[src/rgbfade_pkg.sv]
// Shared types, codes and constants for the RGB LED fade and sleep controller.
`timescale 1ns / 1ps

package rgbfade_pkg;

  localparam int COLOR_W    = 8;
  localparam int DIVISOR_W  = 16;
  localparam int QUOT_W     = 8;
  localparam int DIVIDEND_W = COLOR_W + DIVISOR_W;
  localparam int CNT_W      = $clog2(QUOT_W);

  // Gamma is 255 - (2*x*x + 255) / 510, i.e. rounded x*x/255.
  localparam logic [DIVISOR_W-1:0] GAMMA_DIV = 16'd510;
  localparam logic [7:0]           COLOR_OFF = 8'd255;

  localparam logic [7:0]  SLEEP_LEVEL_RST = 8'd200;
  localparam logic [15:0] SLEEP_FADE_RST  = 16'd3000;

  // Opcodes
  localparam logic [2:0] OP_SET_NOW   = 3'd0;
  localparam logic [2:0] OP_SET_FADE  = 3'd1;
  localparam logic [2:0] OP_SLEEP_ON  = 3'd2;
  localparam logic [2:0] OP_SLEEP_OFF = 3'd3;
  localparam logic [2:0] OP_TICK      = 3'd4;

  // Config register indexes
  localparam logic CFG_SLEEP_LEVEL = 1'b0;
  localparam logic CFG_SLEEP_FADE  = 1'b1;

  typedef struct packed {
    logic [2:0]  opcode;
    logic [7:0]  red;
    logic [7:0]  green;
    logic [7:0]  blue;
    logic [15:0] fade_length;
    logic [31:0] now_time;
  } in_word_t;

  typedef struct packed {
    logic [7:0] pwm_red;
    logic [7:0] pwm_green;
    logic [7:0] pwm_blue;
    logic       still_fading;
    logic       asleep;
  } out_word_t;

  typedef logic [2:0][COLOR_W-1:0]    rgb_t;
  typedef logic [2:0][DIVIDEND_W-1:0] dividend3_t;

  typedef struct packed {
    logic                 start;
    logic [DIVISOR_W-1:0] divisor;
  } div_req_t;

  typedef enum logic [2:0] {
    S_IDLE,
    S_DT,
    S_MUL,
    S_FSTART,
    S_FWAIT,
    S_GSTART,
    S_GWAIT,
    S_OUT
  } state_t;

endpackage

[src/rgbfade_div.sv]
// Three-lane bit-serial restoring divider, one quotient bit per lane per cycle.
`timescale 1ns / 1ps

module rgbfade_div
  import rgbfade_pkg::*;
(
  input  logic       clk,
  input  logic       rst_n,
  input  div_req_t   req,
  input  dividend3_t dividend,
  output rgb_t       quot,
  output logic       done
);

  localparam int DEN_W = DIVISOR_W + QUOT_W - 1;

  logic [2:0][DIVIDEND_W-1:0] rem_r;
  logic [DEN_W-1:0]           den_r;
  rgb_t                       quot_r;
  logic [CNT_W-1:0]           cnt_r;
  logic                       busy_r;
  logic                       done_r;

  always_ff @(posedge clk) begin
    if (!rst_n) begin
      busy_r <= 1'b0;
      done_r <= 1'b0;
      cnt_r  <= '0;
    end else begin
      done_r <= busy_r && (cnt_r == '0);
      if (req.start) begin
        busy_r <= 1'b1;
        cnt_r  <= CNT_W'(QUOT_W - 1);
      end else if (busy_r) begin
        if (cnt_r == '0) busy_r <= 1'b0;
        cnt_r <= cnt_r - 1'b1;
      end
    end
  end

  // Remainder, shifted divisor and quotient shift register
  always_ff @(posedge clk) begin
    if (req.start) begin
      rem_r <= dividend;
      den_r <= {req.divisor, {(QUOT_W-1){1'b0}}};
    end else if (busy_r) begin
      for (int i = 0; i < 3; i++) begin
        if (rem_r[i] >= DIVIDEND_W'(den_r)) begin
          rem_r[i]  <= rem_r[i] - DIVIDEND_W'(den_r);
          quot_r[i] <= {quot_r[i][QUOT_W-2:0], 1'b1};
        end else begin
          quot_r[i] <= {quot_r[i][QUOT_W-2:0], 1'b0};
        end
      end
      den_r <= den_r >> 1;
    end
  end

  assign quot = quot_r;
  assign done = done_r;

endmodule

[src/rgb_led_fade_sleep_controller.sv]
// Top level of the RGB LED fade and sleep controller.
`timescale 1ns / 1ps

// RGB backlight controller for common-anode LEDs (0 brightest, 255 off).
// Input channel (in_valid/in_ready/in_data) carries one command word: set
// colour now, set colour with fade, sleep on, sleep off, or a millisecond
// tick carrying now_time. Output channel (out_valid/out_ready/out_data)
// carries one word of gamma-corrected PWM duties plus fade/sleep flags each
// time the LEDs are driven; commands that do not drive the LEDs give none.
// cfg_we/cfg_index/cfg_wdata write sleep_level (0) and sleep_fade_length (1).
// Timing: one command at a time; a command with no output leaves the block idle.
// Set-now goes straight to gamma and out, a tick that ends a fade checks the
// elapsed time first, and a tick mid-fade also blends by dividing by the span.
// Both divisions use the three-lane bit-serial divider, the fade blend first
// and gamma after it, each pass on all three colours at once.
// in_ready is high only while idle. A finished word sits in the output
// register; the block returns to idle and takes new commands while it
// waits, and only stalls if a second word is ready before the first leaves.
// Reset (rst_n, synchronous) turns the LEDs off, clears the active colour,
// wakes the block, stops any fade and restores the config defaults.

module rgb_led_fade_sleep_controller
  import rgbfade_pkg::*;
(
  input  logic        clk,
  input  logic        rst_n,
  input  logic        in_valid,
  output logic        in_ready,
  input  in_word_t    in_data,
  output logic        out_valid,
  input  logic        out_ready,
  output out_word_t   out_data,
  input  logic        cfg_we,
  input  logic        cfg_index,
  input  logic [15:0] cfg_wdata
);

  state_t state_r, state_nxt;

  // Config
  logic [7:0]  sleep_level_r;
  logic [15:0] sleep_fade_r;

  // Colour and fade state
  rgb_t        current_r, resume_r, from_r, to_r;
  logic        sleeping_r;
  logic        fade_active_r;
  logic [31:0] begin_r;
  logic [15:0] span_r;

  // Tick scratch
  logic [31:0]      now_r;
  logic [15:0]      dt_r;
  dividend3_t       prod_a_r, prod_b_r;

  logic      out_valid_r;
  out_word_t out_data_r;

  // Command decode
  logic        in_fire;
  logic        colour_op, fade_len_nz;
  logic        fade_go, set_now, tick_go;
  rgb_t        fade_tgt;
  logic [15:0] fade_len;

  // Tick timing
  logic [31:0] diff, dt32;
  logic        fade_ends;

  // Divider hookup
  div_req_t   div_req;
  dividend3_t div_dividend, fade_dividend, gamma_dividend;
  rgb_t       div_quot;
  logic       div_done;
  logic       out_slot, out_load;

  assign in_fire     = in_valid && in_ready;
  assign colour_op   = (in_data.opcode == OP_SET_NOW) || (in_data.opcode == OP_SET_FADE);
  assign fade_len_nz = (in_data.fade_length != 16'd0);

  always_comb begin
    fade_go = in_fire && (
      (colour_op && !sleeping_r && (in_data.opcode == OP_SET_FADE) && fade_len_nz) ||
      ((in_data.opcode == OP_SLEEP_ON) && !sleeping_r) ||
      ((in_data.opcode == OP_SLEEP_OFF) && sleeping_r));
    set_now = in_fire && colour_op && !sleeping_r &&
              !((in_data.opcode == OP_SET_FADE) && fade_len_nz);
    tick_go = in_fire && (in_data.opcode == OP_TICK) && fade_active_r;

    case (in_data.opcode)
      OP_SET_NOW, OP_SET_FADE: begin
        fade_tgt = {in_data.blue, in_data.green, in_data.red};
        fade_len = in_data.fade_length;
      end
      OP_SLEEP_ON: begin
        fade_tgt = {3{sleep_level_r}};
        fade_len = sleep_fade_r;
      end
      default: begin
        fade_tgt = resume_r;
        fade_len = sleep_fade_r;
      end
    endcase
  end

  // Elapsed time; a negative difference counts as zero
  assign diff      = now_r - begin_r;
  assign dt32      = diff[31] ? 32'd0 : diff;
  assign fade_ends = (dt32 >= {16'd0, span_r});

  always_comb begin
    for (int i = 0; i < 3; i++) begin
      logic [7:0]  gx;
      logic [15:0] gsq;
      gx                = COLOR_OFF - current_r[i];
      gsq               = 16'(gx) * 16'(gx);
      fade_dividend[i]  = prod_a_r[i] + prod_b_r[i];
      gamma_dividend[i] = DIVIDEND_W'({gsq, 1'b0}) + DIVIDEND_W'(COLOR_OFF);
    end
  end

  // Next state
  always_comb begin
    state_nxt = state_r;
    case (state_r)
      S_IDLE: begin
        if (set_now)      state_nxt = S_GSTART;
        else if (tick_go) state_nxt = S_DT;
      end
      S_DT:     state_nxt = fade_ends ? S_GSTART : S_MUL;
      S_MUL:    state_nxt = S_FSTART;
      S_FSTART: state_nxt = S_FWAIT;
      S_FWAIT:  if (div_done) state_nxt = S_GSTART;
      S_GSTART: state_nxt = S_GWAIT;
      S_GWAIT:  if (div_done) state_nxt = S_OUT;
      S_OUT:    if (out_slot) state_nxt = S_IDLE;
      default:  state_nxt = S_IDLE;
    endcase
  end

  // Outputs of the sequencer
  assign out_slot = !out_valid_r || out_ready;

  always_comb begin
    in_ready        = 1'b0;
    div_req.start   = 1'b0;
    div_req.divisor = GAMMA_DIV;
    div_dividend    = gamma_dividend;
    out_load        = 1'b0;
    case (state_r)
      S_IDLE: in_ready = 1'b1;
      S_FSTART: begin
        div_req.start   = 1'b1;
        div_req.divisor = span_r;
        div_dividend    = fade_dividend;
      end
      S_GSTART: div_req.start = 1'b1;
      S_OUT:    out_load = out_slot;
      default: ;
    endcase
  end

  rgbfade_div u_div (
    .clk      (clk),
    .rst_n    (rst_n),
    .req      (div_req),
    .dividend (div_dividend),
    .quot     (div_quot),
    .done     (div_done)
  );

  // Control and colour state
  always_ff @(posedge clk) begin
    if (!rst_n) begin
      state_r       <= S_IDLE;
      sleep_level_r <= SLEEP_LEVEL_RST;
      sleep_fade_r  <= SLEEP_FADE_RST;
      current_r     <= {3{COLOR_OFF}};
      resume_r      <= '0;
      from_r        <= {3{COLOR_OFF}};
      to_r          <= {3{COLOR_OFF}};
      sleeping_r    <= 1'b0;
      fade_active_r <= 1'b0;
      begin_r       <= '0;
      span_r        <= '0;
      out_valid_r   <= 1'b0;
    end else begin
      state_r <= state_nxt;

      if (cfg_we) begin
        case (cfg_index)
          CFG_SLEEP_LEVEL: sleep_level_r <= cfg_wdata[7:0];
          CFG_SLEEP_FADE:  sleep_fade_r  <= cfg_wdata;
          default: ;
        endcase
      end

      if (in_fire && colour_op) resume_r <= {in_data.blue, in_data.green, in_data.red};
      if (in_fire && (in_data.opcode == OP_SLEEP_ON))  sleeping_r <= 1'b1;
      if (in_fire && (in_data.opcode == OP_SLEEP_OFF)) sleeping_r <= 1'b0;

      if (fade_go) begin
        from_r        <= current_r;
        to_r          <= fade_tgt;
        begin_r       <= in_data.now_time;
        span_r        <= fade_len;
        fade_active_r <= 1'b1;
      end

      if (set_now) begin
        current_r     <= {in_data.blue, in_data.green, in_data.red};
        fade_active_r <= 1'b0;
      end

      if ((state_r == S_DT) && fade_ends) begin
        current_r     <= to_r;
        fade_active_r <= 1'b0;
      end

      if ((state_r == S_FWAIT) && div_done) current_r <= div_quot;

      if (out_load)       out_valid_r <= 1'b1;
      else if (out_ready) out_valid_r <= 1'b0;
    end
  end

  // Payload registers
  always_ff @(posedge clk) begin
    if (tick_go) now_r <= in_data.now_time;
    if (state_r == S_DT) dt_r <= dt32[15:0];
    if (state_r == S_MUL) begin
      for (int i = 0; i < 3; i++) begin
        prod_a_r[i] <= DIVIDEND_W'(from_r[i]) * DIVIDEND_W'(span_r - dt_r);
        prod_b_r[i] <= DIVIDEND_W'(to_r[i]) * DIVIDEND_W'(dt_r);
      end
    end
    if (out_load) begin
      out_data_r.pwm_red      <= COLOR_OFF - div_quot[0];
      out_data_r.pwm_green    <= COLOR_OFF - div_quot[1];
      out_data_r.pwm_blue     <= COLOR_OFF - div_quot[2];
      out_data_r.still_fading <= fade_active_r;
      out_data_r.asleep       <= sleeping_r;
    end
  end

  assign out_valid = out_valid_r;
  assign out_data  = out_data_r;

  // Divider only reports done while the sequencer waits on it
  a_done_in_wait: assert property (@(posedge clk) disable iff (!rst_n)
    div_done |-> (state_r == S_FWAIT || state_r == S_GWAIT))
    else $error("divider done outside a wait state");

  // Blend division never runs with a zero span
  a_span_nz: assert property (@(posedge clk) disable iff (!rst_n)
    (state_r == S_FSTART) |-> (span_r != 16'd0) && fade_active_r)
    else $error("fade division with zero span or no fade");

  // Colour commands while asleep never drive the LEDs
  a_sleep_quiet: assert property (@(posedge clk) disable iff (!rst_n)
    (in_fire && colour_op && sleeping_r) |=> (state_r == S_IDLE))
    else $error("colour command drove LEDs while asleep");

  // A mid-fade tick leaves the fade running
  a_mid_fade: assert property (@(posedge clk) disable iff (!rst_n)
    (state_r == S_DT && !fade_ends) |=> fade_active_r)
    else $error("fade stopped on an interpolating tick");

endmodule

[config.mk]
export PLATFORM = sky130hd
export DESIGN_NAME = rgb_led_fade_sleep_controller
export DESIGN_NICKNAME = d
export VERILOG_FILES = /design/src/rgbfade_pkg.sv /design/src/rgbfade_div.sv /design/src/rgb_led_fade_sleep_controller.sv
export SDC_FILE = /design/constraint.sdc
export NUM_CORES = 2
export LEC_CHECK = 0
export BUFFER_PORTS_ARGS = -buffer_cell sky130_fd_sc_hd__buf_4
export CORE_MARGIN = 8
export CORE_UTILIZATION = 45
export DETAILED_ROUTE_END_ITERATION = 16
export PLACE_DENSITY_LB_ADDON = 0.12
export SKIP_CTS_REPAIR_TIMING = 1
export SLEW_MARGIN = 20
export SYNTH_ARGS = -nofsm -noshare
export SYNTH_HDL_FRONTEND = slang
export SYNTH_SLANG_ARGS = --single-unit
[constraint.sdc]
create_clock -name clk -period 30.3 [get_ports clk]
set_input_delay 4.545 -clock clk [delete_from_list [all_inputs] [get_ports clk]]
set_output_delay 4.545 -clock clk [all_outputs]
set_load 0.05 [all_outputs]
==> impl_metrics.py <==
metrics = {
    "run_status": {
        "status": "finished clean",
    },
    "routing": {
        "ant_nets": 0,
        "drt_first_iter_violations": 3538,
        "wirelength_um": 169000,
        "wl_per_cell_um": 21.1,
        "vias": 44600,
        "viasPerCell": 5.57,
        "drtPass1Iterations": 5,
        "drc_errors": 0,
    },
    "critical_path": {
        "rrSetupSlack_ns": 21.55,
        "cp.arrival_ns": 9.13,
        "crit_required_ns": 30.68,
        "timing.critical_path.mode_cell": "fa_1",
        "rr_startpoint": "dt_r[0]$_DFFE_PN_",
        "crit_fanout": 25,
        "start_kind": "register",
        "slowest_delay_ns": 0.98,
        "reg2regPathDepth": 29,
        "rr_endpoint": "prod_a_r[71]$_DFFE_PP_",
        "end_kind": "register",
        "crit_type": "register to register",
        "cp_slowest_cell": "edfxtp_1",
    },
    "timing": {
        "fmaxAchievable_mhz": 114,
        "fin_worst_skew_ns": 0.0226,
        "slew_headroom_pct": 27.0,
        "rsz0062_at_grt": "false",
        "whs_ns": 0.451,
        "fin_crit_ns": 8.75,
        "setup_viol": 0,
        "drv_slew": 0,
        "fin_crit_sh_pct": 28.9,
        "hold_violations": 0,
        "tightest_slew_ns": 1.10,
        "fin_setup_tns_ns": 0,
    },
    "clocking": {
        "htree_levels": 3,
        "cts_buffers": 66,
        "cts-root-buf": "clkbuf_16",
        "cts_num_sinks": 516,
        "clock_latency_ns": 0.65,
        "clk_pin_slew_worst_paths_ns": 0.06,
        "cts_buffer_depth": 3,
        "cts_tree": "done",
    },
    "synthesis": {
        "ys.flop_type": "edfxtp_1",
        "ys_seq_elements": 516,
        "synthCells": 6295,
        "async_reset_ff_share_pct": 0,
        "synth_cell_types": 89,
        "synth.avg_cell_area_um2": 9.21,
        "seq_area_frac_synth_pct": 23.5,
        "yosysWarnings": 0,
        "syn_area_um2": 57900,
        "synth_edf_count": 330,
    },
    "cells_and_area": {
        "n_fill_cell": 12100,
        "drive_gt1_share_pct": 6.26,
        "area_growth_pct": 8.38,
        "design_area_um2": 62800,
        "final_nets": 7552,
        "final_cell_count_no_fill": 7995,
        "mostFrequentLayoutCell": "inv_1",
        "final_cell_mix": "inv_1, nand2_1, fa_1",
    },
    "worst_hold_path": {
        "min_to": "begin_r[29]$_SDFFE_PN0P_",
        "whs_path_depth": 2,
        "worstHoldStart": "begin_r[29]$_SDFFE_PN0P_",
        "hold_path_class": "register to register",
    },
    "job": {
        "drv_cap": 0,
    },
    "floorplan": {
        "die_h_um": 375,
        "dieArea_um2": 141000,
        "ios": 125,
        "rows": 131,
        "die_w_um": 375,
        "initial_core_util_pct": 45.4,
        "core_um2": 128000,
    },
    "grt": {
        "antenna_found_initial": 5,
        "grt.overflow.total": 0,
        "grt_pass1_vias": 45000,
        "grt_pass1_wl_um": 265000,
        "grt_usage_pct": 23.8,
        "grt_start_max_net_pins": 145,
    },
    "placed_design": {
        "dp_hpwl_um": 129000,
        "placedCellCount": 7868,
        "place_area_um2": 60500,
        "io_buffers": 124,
        "finalWeightedCongestion": 0.882,
    },
}
-- layout make-up --
cell class | instances | area [µm²] | share of cell area [%]
diodes | 5 | 12.5 | 0.0199
clock buffers | 90 | 1870 | 2.98
clock inverters | 32 | 368 | 0.586
inverters | 839 | 3150 | 5.02
multi-input cells | 4663 | 40300 | 64.1
flip-flops and latches | 516 | 13600 | 21.7
well taps | 1662 | 2080 | 3.31
repair buffers | 188 | 1420 | 2.27
-- per-layer routing --
layer  GRT usage, %  routed length (µm)
met1           34.4               78700
met2           36.4               72700
met3           4.14               11800
met4           7.53                5520
met5              0                  13
-- synthesized netlist by cell type (all sizes together), types with 6 or more instances --
cell / n / area share (%)
a311oi: 20 / 0.30
o31ai: 15 / 0.19
a31o: 14 / 0.21
dfxtp: 186 / 6.4
o22ai: 25 / 0.27
o211ai: 38 / 0.50
inv: 839 / 5.4
ha: 533 / 12
nand2b: 48 / 0.52
nor4: 15 / 0.16
a211o: 17 / 0.26
edfxtp: 330 / 17
mux2i: 33 / 0.57
xor2: 107 / 1.6
o311ai: 25 / 0.61
o41ai: 11 / 0.18
a21boi: 16 / 0.21
nor2b: 95 / 1.0
nand2: 734 / 4.8
and2: 445 / 4.8
fa: 648 / 22
nand4: 20 / 0.22
o21a: 47 / 0.61
xnor2: 232 / 3.5
and3: 32 / 0.35
buf: 16 / 0.17
a211oi: 56 / 0.73
or3: 30 / 0.32
o22a: 24 / 0.36
a21o: 107 / 1.4
a221oi: 7 / 0.11
nor3: 96 / 0.83
a31oi: 31 / 0.33
nor3b: 6 / 0.078
nand3: 121 / 1.0
o21ai: 184 / 1.6
o21bai: 26 / 0.34
or2: 29 / 0.31
o221ai: 30 / 0.45
nor2: 312 / 2.0
clkbuf: 265 / 1.7
a21oi: 325 / 2.8
nand3b: 6 / 0.078
a41oi: 7 / 0.11
-- state kept, by name, indices dropped and copies added (netlist names), 3 cells and up --
| register | flops |
|---|---|
| state_r | 3 |
| u_div.cnt_r | 3 |
| sleep_level_r | 8 |
| begin_r | 32 |
| resume_r | 24 |
| prod_b_r | 72 |
| out_data | 26 |
| u_div.den_r | 23 |
| span_r | 16 |
| from_r | 24 |
| prod_a_r | 72 |
| sleep_fade_r | 16 |
| u_div.rem_r | 72 |
| now_r | 32 |
| dt_r | 16 |
| current_r | 24 |
| to_r | 24 |
| u_div.quot | 24 |
-- critical path, delay by kind of cell, from the launching register on --
| kind | cells | cell delay (ns) |
|---|---|---|
| AOI/OAI and AO/OA | 12 | 3.29 |
| adders and majority gates | 6 | 2.75 |
| DFF | 1 | 0.98 |
| and+or+nand+nor | 5 | 0.67 |
| buffers and inverters | 4 | 0.47 |
| xor gates and xnor gates | 2 | 0.29 |
-- cell families (layout without fill, tap and decap cells) --
group | Yosys count | in the layout | share of synthesized area [%]
XOR/XNOR | 339 | 339 | 5.12
flip-flops | 516 | 516 | 23.5
adder cells (fa/ha/maj) | 1181 | 1181 | 33.9
buffers and inverters | 1120 | 1149 | 7.33
multiplexers | 36 | 36 | 0.628
other | 2 | 11 | 0.0130
AND/OR/NAND/NOR | 2010 | 2010 | 16.8
AO/OA/AOI/OAI | 1091 | 1091 | 12.7
-- stage by stage --
stage,setup slack (ns),utilization [%]
after detailed placement,21.68,47.4
after global placement,21.81,47.4
after CTS,21.61,49.2
after floorplan,19.17,-
final,21.55,49.2
after global routing,20.88,49.2
-- worst max-delay path by stage --
stage / start / depth (start not counted) / slack (ns) / endpoint
final: dt_r[0]$_DFFE_PN_ / 29 / 21.55 / prod_a_r[71]$_DFFE_PP_
after global routing: dt_r[2]$_DFFE_PN_ / 29 / 20.88 / prod_a_r[71]$_DFFE_PP_
after CTS: dt_r[2]$_DFFE_PN_ / 29 / 21.61 / prod_a_r[71]$_DFFE_PP_
after detailed placement: dt_r[0]$_DFFE_PN_ / 29 / 21.68 / prod_a_r[71]$_DFFE_PP_
after global placement: dt_r[0]$_DFFE_PN_ / 29 / 21.81 / prod_a_r[71]$_DFFE_PP_
after floorplan: state_r[0]$_SDFFE_PN0P_ / 2 / 19.17 / prod_a_r[0]$_DFFE_PP_
Power is not shown: default switching activity piles up to over one toggle a cycle in this logic, so the estimate is an artifact.
